**config.mk**
```make
export PLATFORM = sky130hd
export DESIGN_NAME = polynomial_gradient_descent
export DESIGN_NICKNAME = d
export VERILOG_FILES = /design/src/rtl/pgd_pkg.sv /design/src/rtl/pgd_mac.sv /design/src/rtl/polynomial_gradient_descent.sv
export SDC_FILE = /design/constraint.sdc
export NUM_CORES = 2
export LEC_CHECK = 0
export ABC_AREA = 1
export ABC_CLOCK_PERIOD_IN_PS = 26400
export BUFFER_PORTS_ARGS = -buffer_cell sky130_fd_sc_hd__buf_2
export CAP_MARGIN = 5
export CORE_ASPECT_RATIO = 2
export CORE_MARGIN = 8
export CORE_UTILIZATION = 65
export CTS_BUF_LIST = sky130_fd_sc_hd__clkbuf_2 sky130_fd_sc_hd__clkbuf_4 sky130_fd_sc_hd__clkbuf_8
export CTS_CLUSTER_DIAMETER = 30
export DETAILED_ROUTE_END_ITERATION = 8
export HOLD_SLACK_MARGIN = 0.05
export PLACE_DENSITY = 0.79
export SLEW_MARGIN = 10
export SYNTH_ARGS = -nofsm -noshare
export SYNTH_HDL_FRONTEND = slang
export SYNTH_SLANG_ARGS = --single-unit
export TNS_END_PERCENT = 50
```
**constraint.sdc**
```tcl
create_clock -name clk_i -period 26.4 [get_ports clk_i]
set_input_delay 1.32 -clock clk_i [delete_from_list [all_inputs] [get_ports clk_i]]
set_output_delay 1.32 -clock clk_i [all_outputs]
set_load 0.03 [all_outputs]
```
**src/rtl/pgd_pkg.sv**
```systemverilog
// Types, constants and helper functions of the polynomial gradient descent block.
package pgd_pkg;

  localparam int MAX_DEGREE  = 8;
  localparam int STORE_DEPTH = MAX_DEGREE + 1;
  localparam int IDX_W       = $clog2(STORE_DEPTH);
  localparam int TERM_W      = 32 + IDX_W;
  localparam int SUM_W       = TERM_W + 1;
  localparam int CFG_IDX_W   = 2;

  typedef enum logic [CFG_IDX_W-1:0] {
    REG_POLY_DEGREE     = 2'd0,
    REG_STEP_RATE       = 2'd1,
    REG_SLOPE_TOLERANCE = 2'd2,
    REG_ITERATION_LIMIT = 2'd3
  } cfg_reg_e;

  typedef enum logic {
    MODE_LOAD = 1'b0,
    MODE_RUN  = 1'b1
  } mode_e;

  typedef enum logic [3:0] {
    S_IDLE,
    S_D_MUL,
    S_D_ADD,
    S_CHECK,
    S_STEP_MUL,
    S_STEP_ADD,
    S_V_MUL,
    S_V_ADD,
    S_OUT
  } state_e;

  typedef struct packed {
    logic               mode;
    logic [3:0]         coeff_index;
    logic signed [31:0] coeff_value;
    logic signed [31:0] start_x;
  } in_item_t;

  typedef struct packed {
    logic signed [31:0] final_x;
    logic signed [31:0] final_value;
    logic [19:0]        steps_taken;
    logic               converged;
  } out_item_t;

  typedef struct packed {
    logic mul_en;
    logic subtract;
  } mac_ctrl_t;

  // Clamps a signed value to the signed 32-bit range.
  function automatic logic signed [31:0] sat_q(logic signed [63:0] v);
    logic signed [63:0] hi;
    logic signed [63:0] lo;
    hi = 64'sd2147483647;
    lo = -64'sd2147483648;
    if (v > hi) begin
      return 32'sh7fffffff;
    end else if (v < lo) begin
      return 32'sh80000000;
    end
    return v[31:0];
  endfunction

endpackage

```
**src/rtl/pgd_mac.sv**
```systemverilog
// Shared multiply, floor shift, saturate and accumulate unit.
module pgd_mac (
  input  logic                              clk_i,
  input  pgd_pkg::mac_ctrl_t                ctrl_i,
  input  logic signed [31:0]                mul_a_i,
  input  logic signed [31:0]                mul_b_i,
  input  logic signed [pgd_pkg::TERM_W-1:0] addend_i,
  output logic signed [31:0]                result_o
);
  import pgd_pkg::*;

  logic signed [63:0]      prod_q;
  logic signed [31:0]      scaled;
  logic signed [SUM_W-1:0] sum;

  always_ff @(posedge clk_i) begin
    if (ctrl_i.mul_en) begin
      prod_q <= mul_a_i * mul_b_i;
    end
  end

  // An arithmetic shift of the exact product is a floor division by 2^16.
  assign scaled = sat_q(prod_q >>> 16);

  always_comb begin
    if (ctrl_i.subtract) begin
      sum = SUM_W'(addend_i) - SUM_W'(scaled);
    end else begin
      sum = SUM_W'(addend_i) + SUM_W'(scaled);
    end
  end

  assign result_o = sat_q(64'(sum));

endmodule

```
**src/rtl/polynomial_gradient_descent.sv**
```systemverilog
// Top level of the polynomial gradient descent block: store, sequencer and ports.
//
// A load beat writes one coefficient without leaving the idle state; loads to powers above the
// degree bound are dropped. Every coefficient up to the degree in use must be loaded before a
// run. A run beat starts a descent from start_x and yields one result beat. The Horner terms
// and the update steps of a run pass through one shared 32 by 32 multiplier followed by a
// saturating adder, each term as a multiply state and then an add state. A run also waits for
// the previous result beat to be taken. The input is not ready while a run is in progress.
module polynomial_gradient_descent (
  input  logic                                clk_i,
  input  logic                                rst_ni,
  input  logic                                in_valid_i,
  output logic                                in_ready_o,
  input  pgd_pkg::in_item_t                   in_data_i,
  output logic                                out_valid_o,
  input  logic                                out_ready_i,
  output pgd_pkg::out_item_t                  out_data_o,
  input  logic                                cfg_valid_i,
  output logic                                cfg_ready_o,
  input  logic [pgd_pkg::CFG_IDX_W-1:0]       cfg_index_i,
  input  logic [31:0]                         cfg_data_i
);
  import pgd_pkg::*;

  state_e state_q, state_d;

  logic [3:0]  poly_degree_q;
  logic [30:0] step_rate_q;
  logic [30:0] slope_tol_q;
  logic [19:0] iter_limit_q;

  logic signed [31:0]       coef_q  [STORE_DEPTH];
  logic signed [TERM_W-1:0] dcoef_q [STORE_DEPTH];
  logic signed [TERM_W-1:0] rd_q;

  logic signed [31:0] acc_q;
  logic signed [31:0] x_q;
  logic [IDX_W-1:0]   idx_q;
  logic [19:0]        steps_q;
  logic               conv_q;
  logic               out_valid_q;
  out_item_t          out_data_q;

  logic [IDX_W-1:0]         deg_use;
  logic [IDX_W-1:0]         load_idx;
  logic                     load_ok;
  logic signed [TERM_W-1:0] dterm;
  logic [32:0]              slope_mag;
  logic                     slope_ok;
  logic                     in_fire;
  logic                     out_load;

  mac_ctrl_t                mac_ctrl;
  logic signed [31:0]       mul_a;
  logic signed [31:0]       mul_b;
  logic signed [TERM_W-1:0] addend;
  logic signed [31:0]       mac_res;

  pgd_mac u_mac (
    .clk_i    (clk_i),
    .ctrl_i   (mac_ctrl),
    .mul_a_i  (mul_a),
    .mul_b_i  (mul_b),
    .addend_i (addend),
    .result_o (mac_res)
  );

  always_comb begin
    if (poly_degree_q == 4'd0) begin
      deg_use = IDX_W'(1);
    end else if (int'(poly_degree_q) > MAX_DEGREE) begin
      deg_use = IDX_W'(MAX_DEGREE);
    end else begin
      deg_use = IDX_W'(poly_degree_q);
    end
  end

  assign in_fire  = in_valid_i && in_ready_o;
  assign load_idx = IDX_W'(in_data_i.coeff_index);
  assign load_ok  = int'(in_data_i.coeff_index) <= MAX_DEGREE;
  assign dterm    = TERM_W'(in_data_i.coeff_value) * TERM_W'($signed({1'b0, load_idx}));

  assign slope_mag = acc_q[31] ? (33'd0 - 33'(acc_q)) : 33'(acc_q);
  assign slope_ok  = slope_mag <= {2'b00, slope_tol_q};
  assign out_load  = (state_q == S_OUT) && (!out_valid_q || out_ready_i);

  always_comb begin
    state_d = state_q;
    unique case (state_q)
      S_IDLE: begin
        if (in_fire && in_data_i.mode == MODE_RUN) begin
          state_d = S_D_MUL;
        end
      end
      S_D_MUL:    state_d = S_D_ADD;
      S_D_ADD: begin
        state_d = (idx_q == IDX_W'(1)) ? S_CHECK : S_D_MUL;
      end
      S_CHECK: begin
        state_d = (slope_ok || steps_q >= iter_limit_q) ? S_V_MUL : S_STEP_MUL;
      end
      S_STEP_MUL: state_d = S_STEP_ADD;
      S_STEP_ADD: state_d = S_D_MUL;
      S_V_MUL:    state_d = S_V_ADD;
      S_V_ADD: begin
        state_d = (idx_q == '0) ? S_OUT : S_V_MUL;
      end
      S_OUT: begin
        if (out_load) begin
          state_d = S_IDLE;
        end
      end
      default:    state_d = S_IDLE;
    endcase
  end

  always_comb begin
    in_ready_o        = (state_q == S_IDLE);
    mac_ctrl.mul_en   = (state_q == S_D_MUL) || (state_q == S_V_MUL) ||
                        (state_q == S_STEP_MUL);
    mac_ctrl.subtract = (state_q == S_STEP_ADD);
    if (state_q == S_STEP_MUL) begin
      mul_a = signed'({1'b0, step_rate_q});
      mul_b = acc_q;
    end else begin
      mul_a = acc_q;
      mul_b = x_q;
    end
    addend = (state_q == S_STEP_ADD) ? TERM_W'(x_q) : rd_q;
  end

  always_ff @(posedge clk_i or negedge rst_ni) begin
    if (!rst_ni) begin
      state_q       <= S_IDLE;
      out_valid_q   <= 1'b0;
      poly_degree_q <= 4'd1;
      step_rate_q   <= 31'd6554;
      slope_tol_q   <= 31'd66;
      iter_limit_q  <= 20'd1000;
    end else begin
      state_q <= state_d;
      if (out_load) begin
        out_valid_q <= 1'b1;
      end else if (out_ready_i) begin
        out_valid_q <= 1'b0;
      end
      if (cfg_valid_i && cfg_ready_o) begin
        unique case (cfg_reg_e'(cfg_index_i))
          REG_POLY_DEGREE:     poly_degree_q <= cfg_data_i[3:0];
          REG_STEP_RATE:       step_rate_q   <= cfg_data_i[30:0];
          REG_SLOPE_TOLERANCE: slope_tol_q   <= cfg_data_i[30:0];
          REG_ITERATION_LIMIT: iter_limit_q  <= cfg_data_i[19:0];
        endcase
      end
    end
  end

  always_ff @(posedge clk_i) begin
    if (in_fire && in_data_i.mode == MODE_LOAD && load_ok) begin
      coef_q[load_idx]  <= in_data_i.coeff_value;
      dcoef_q[load_idx] <= dterm;
    end
    if (state_q == S_D_MUL) begin
      rd_q <= dcoef_q[idx_q];
    end else if (state_q == S_V_MUL) begin
      rd_q <= TERM_W'(coef_q[idx_q]);
    end
    if (out_load) begin
      out_data_q.final_x     <= x_q;
      out_data_q.final_value <= acc_q;
      out_data_q.steps_taken <= steps_q;
      out_data_q.converged   <= conv_q;
    end
    unique case (state_q)
      S_IDLE: begin
        if (in_fire && in_data_i.mode == MODE_RUN) begin
          x_q     <= in_data_i.start_x;
          steps_q <= '0;
          conv_q  <= 1'b0;
          acc_q   <= '0;
          idx_q   <= deg_use;
        end
      end
      S_D_ADD, S_V_ADD: begin
        acc_q <= mac_res;
        idx_q <= idx_q - IDX_W'(1);
      end
      S_CHECK: begin
        conv_q <= slope_ok;
        if (slope_ok || steps_q >= iter_limit_q) begin
          acc_q <= '0;
          idx_q <= deg_use;
        end
      end
      S_STEP_ADD: begin
        x_q     <= mac_res;
        steps_q <= steps_q + 20'd1;
        acc_q   <= '0;
        idx_q   <= deg_use;
      end
      S_D_MUL, S_V_MUL, S_STEP_MUL, S_OUT: begin
      end
      default: begin
      end
    endcase
  end

  assign cfg_ready_o = 1'b1;
  assign out_valid_o = out_valid_q;
  assign out_data_o  = out_data_q;

endmodule

```
Word-level counts from Yosys, hierarchy flattened
Memory sizes are Yosys's and may differ from the RTL's. A register that Yosys moved wholly into a read port is not among the register bits.
Index checks and enable logic that the tools add are counted.
Widths: inputs -> output; s select.

cells by class
  $add $sub $neg = 5
  $mul = 2
  div/mod/pow operators = 0
  magnitude comparators = 8
  equality and inequality tests = 15
  shift-type cells = 0
  muxes and demuxes = 43
  bitwise logic cells = 1
  reductions and logical operators = 28

operators by type and width
  cell                   number
  $mux 32                11
  $pmux 32 s4            1
  $mux 36                3
  $mul 32x32->64         1
  $pmux 32 s2            1
  $gt 48x32->1 const B   1
  $lt 48x32->1 const B   1
  $pmux 20 s2            1
  $add 36x32->37         1
  $gt 37x32->1 const B   1
  $lt 37x32->1 const B   1
  $mux 37                1
  $sub 36x32->37         1
  $mul 32x5->36          1
  $mux 4                 9
  $pmux 4 s9             1
  $le 33x31->1           1
  $mux 33                1
  $sub 1x32->33 const A  1
  $add 20x1->20 const B  1
  $ge 20x20->1           1
  $mux 20                1
  $eq 4x3->1 const B     4
  $pmux 4 s4             1
  other kinds (24)       55

storage, ports and cells
  flip-flop bits (word level) = 365
  bits in latches = 0
  memory bits (writable) = 612
  bits in read-only memories = 0
  bits of input ports = 108
  output and inout bits = 88
  word-level logic and storage cells = 121
  memories = 2

memory list
  name     depth  bits a word  read ports  clocked after Yosys merged registers in  write ports  RTL line                           source
  dcoef_q  9      36           1           1                                        1            polynomial_gradient_descent.sv:33  logic signed [TERM_W-1:0] dcoef_q [STORE_DEPTH];
  coef_q   9      32           1           1                                        1            polynomial_gradient_descent.sv:32  logic signed [31:0] coef_q [STORE_DEPTH];

Logic depth before layout (Yosys ltp)
  depth after elaboration = 11
  gate-level depth with buffers = 42
  gate-level depth less buffers = 38

Hierarchy
Synthesis repeated with hierarchy kept, for this count alone.

unflattened totals
  cell total of the unflattened synthesis = 9261
  area, all modules = 85109.1 sq um

modules (own cells, without submodules)
  module                       instances  cells each  area each (sq um)  sequential area each (sq um)
  polynomial_gradient_descent  1          3960        42944.9            27061.0
  pgd_mac                      1          5301        42164.2            1441.4

Least setup slack after synthesis
OpenSTA, ideal clock, no wires.

  path kind = input-to-reg
  start = input port in_data_i[65] in the netlist's numbering
  end = memory coef_q[8][0], enable pin
  setup time = 0.662 ns
  data arrival time = 8.462 ns
  data required time = 25.738 ns
  slack = 17.276 ns
  stages = 6
  buffers on the path = 1
  cell sequence = clkbuf_1 nor2_1 a21oi_1 nor3_1 inv_1 nor4_1

on the way
  longest elaborated chain between the ends = 4

ends and longest elaborated chain
  item                          RTL line                            source
  from (decl)                   polynomial_gradient_descent.sv:14   input pgd_pkg::in_item_t in_data_i,
  $le 4x4->1                    polynomial_gradient_descent.sv:80   assign load_ok = int'(in_data_i.coeff_index) <= MAX_DEGREE;
  $logic_and 1x1->1             polynomial_gradient_descent.sv:159  if (in_fire && in_data_i.mode == MODE_LOAD && load_ok) begin
  $mux 1                        polynomial_gradient_descent.sv:159
  $mux 1 (implied by the code)  polynomial_gradient_descent.sv:160  coef_q[load_idx] <= in_data_i.coeff_value;
  to (decl)                     polynomial_gradient_descent.sv:32

Parallel ways exist; a longest one is shown, timed or not.

Worst setup path in the final report
  start = register state_q[1]
  end = register u_mac.prod_q[59] (data pin)

on the way
  longest elaborated chain between the ends = 3
  elaborated cells on any way between the ends = 4
  those cells by class = mul: 1; eq/ne: 1; mux: 2

ends and longest elaborated chain
  item                    RTL line                            source
  from (decl)             polynomial_gradient_descent.sv:25   state_e state_q, state_d;
  from (signal assigned)  polynomial_gradient_descent.sv:141  state_q <= state_d;
  $eq 4x3->1 (*)          polynomial_gradient_descent.sv:122  if (state_q == S_STEP_MUL) begin
  $mux 32                 polynomial_gradient_descent.sv:122
  $mul 32x32->64 (*)      pgd_mac.sv:18                       prod_q <= mul_a_i * mul_b_i;
  to (signal assigned)    pgd_mac.sv:18
  to (decl)               pgd_mac.sv:12                       logic signed [63:0] prod_q;

Mark *: on every way between the ends. The rest lies on a longest branch, timed or not.
A chain may end at the register's enable or synchronous reset.

==> results.toml <==
[worst_setup_path]
arrival_ns = 11.43
reg2reg_slack_ns = 15.54
r2r-start = "state_q[1]"
worstSetupStartpointType = "register"
critPathRequiredTime_ns = 26.97
cp_num_buf_inv = 7
crit_family = "adder cells"
end_kind = "register"
cp_max_fo = 51
path_class = "reg -> reg"
worst-r2r-cell-count = 30
worstReg2RegEnd = "u_mac.prod_q[59]"
cp_slowest_cell = "fa_1"
slowest_delay_ns = 0.87
crit_top_cell = "fa_1"

[grt]
grt_max_degree = 176
gr-total-overflow = 0
grt_pass1_vias = 70200
grt_antenna_before_repair = 32
grt_pass1_wl_mm = 433
grt_use_total = 0.424

[synthesis]
synth_top_area_frac = 0.312
async_flop_share = 0.0943
synth_edf_count = 870
avgSynthCellArea_um2 = 9.38
ys_warn_count = 0
synth_ff_type = "edfxtp_1"
ys_types = 58
yosys.area.top_type = "edfxtp_1"
ys_ff_latch = 965
synthTopCellsByArea = "edfxtp_1, fa_1, inv_1"
yosysSeqAreaShare = 0.341
synth_nets = 10500
yosys.cell_count.top_type = "inv_1"
syn-cell-area_mm2 = 0.0836
syn_inst = 8915
synth_commonest_cells = "inv_1, nand2_1, fa_1"

[timing]
period_minus_slack_ns = 10.86
fin_skew_ns = 0.0812
period_share = 0.411
drv_slew = 0
fin_tns_setup_ns = 0
rsz0062_at_grt = "no"
finalSetupViolCount = 0
relSlewSlack = 0.0621
worst_pin_slew_ns = 1.40
fmax_mhz = 92.1
hold_violations = 0

[placed_design]
dp_hpwl_mm = 230
gp_congestion = 1.08
dp.cells = 10600
port_buffers = 193

[drt]
drt_wl_total_mm = 295
vias = 65600
wl_per_cell_um = 27.3
avgViaCountPerCell = 6.06
ant_nets = 0
drt-pass1-iter-count = 6
drcViolationCount = 0
drt-initial-drc-count = 6088

[clock_network]
cts_root_buf = "clkbuf_8"
hold_buffers = 0
cts_resized = 0
post-cts-setup-buffers = 0
htreeDepth = 4
path_clk_slew_ns = 0.07
cts_buffers = 133
cts_tree = "yes"
clock_latency_ns = 0.93
cts.sinks = 965
clockBufferDepth = 3

[die]
placementRows = 186
io_pins = 196
die_area_mm2 = 0.141
die_x_um = 270
die_h_um = 523
core_mm2 = 0.128
start_util = 0.653

[finish]
final_cells = 10800
nFillCells = 9650
multi_input_area_mm2 = 0.0472
drive_gt1_frac = 0.0755
area_growth_syn_to_layout_pct = 7.04
final_net_count = 10600
regArea_mm2 = 0.0285

[flow_run]
max_cap_violations = 0

[min_path]
hold_class = "in -> async"

[run_status]
status = "completed"
## per-stage QoR
step | setup WS, ns | utilization | cell area (µm²) | hold slack, ns
finish | 15.54 | 0.699 | 89500 | 0.345
global route | 15.27 | 0.699 | 89500 | 0.353
CTS | 15.72 | 0.698 | 89400 | 0.316
detailed placement | 15.79 | 0.676 | 86500 | 0.412
global placement | 15.88 | 0.676 | 86500 | 0.411
floorplan | 17.28 | - | 83600 | 0.400
## layout by cell type (no fill, tap or decap), types with 21 or more instances in the layout
cell      netlist  routed
o22ai_1        90      90
xor2_1        125     122
xnor2_1        59      55
edfxtp_1      870     870
a31oi_1        25      25
fa_1         1146    1146
ha_1          341     341
nor3_1         44      41
clkbuf_4        0      37
clkbuf_8        0     136
clkinv_1       11      30
nand4_1        31      31
o211ai_1       29      29
o21ai_2         3      32
clkinv_2        0      21
o21ai_0       624     614
buf_2           5     192
o221ai_1       50      50
inv_1        1780    1777
nor2_1        858     851
a21oi_1       306     303
diode_2         0      21
nand3_1        88      85
buf_4          10     128
nand2_1      1777    1775
dfrtp_1        75      75
## sequential cells by signal, indices dropped and copies added, names as in the netlist, named ones only
register and flops:
out_valid_o 1, x_q 32, out_data_o 85, acc_q 32
steps_q 20, iter_limit_q 20, idx_q 4, coef_q 288
step_rate_q 31, rd_q 36, u_mac.prod_q 48, dcoef_q 324
state_q 4, poly_degree_q 4, conv_q 1, slope_tol_q 31
## worst register-to-register path, delay by kind of cell (launching register included)
family	cells	cell delay [ns]
AOI/OAI and AO/OA	2	0.51
adders and majority gates	9	4.99
buffers and inverters	7	2.01
DFF	1	0.52
and+or+nand+nor	12	2.52
## cells by family (layout without fill, tap and decap cells)
group / count (synthesis) / count (layout) / share of synthesized area
and+or+nand+nor: 2870 / 2870 / 0.135
buffers and inverters: 2170 / 2369 / 0.0983
adders and majority gates: 1487 / 1487 / 0.325
AOI/OAI and AO/OA: 1237 / 1237 / 0.0817
DFF: 965 / 965 / 0.341
xor gates and xnor gates: 184 / 184 / 0.0193
other: 1 / 22 / 0.0000448
muxes: 1 / 1 / 0.000120
## area by class of cell
cell class / count / share of cell area
Timing Repair Buffer: 323 / 0.0219
Antenna cell: 21 / 0.000587
Inverter: 1803 / 0.0757
Multi-Input combinational cell: 5780 / 0.527
Tap cell: 1692 / 0.0236
Sequential cell: 965 / 0.318
Clock buffer: 173 / 0.0240
Clock inverter: 70 / 0.00822
## routing by layer
metal  vias up  part of all wire  track usage
li1      28000                 -            -
met1     32000              0.28        0.393
met2      3976              0.49        0.726
met3      1644             0.084       0.0953
met4        12              0.14        0.470
met5         -           0.00028            0
## worst max path at each step
stage / start / end / slack [ns] / cells past startpoint
5_1_grt: state_q[1] / u_mac.prod_q[63] / 15.27 / 28
3_5_place_dp: state_q[1] / u_mac.prod_q[56] / 15.79 / 33
6_report: state_q[1] / u_mac.prod_q[59] / 15.54 / 30
3_3_place_gp: state_q[1] / u_mac.prod_q[57] / 15.88 / 30
4_1_cts: state_q[1] / u_mac.prod_q[56] / 15.72 / 33
2_1_floorplan: in_data_i[65] / coef_q[8][0] / 17.28 / 6
Power is not shown: default switching activity piles up to over one toggle a cycle in this logic, so the estimate is an artifact.
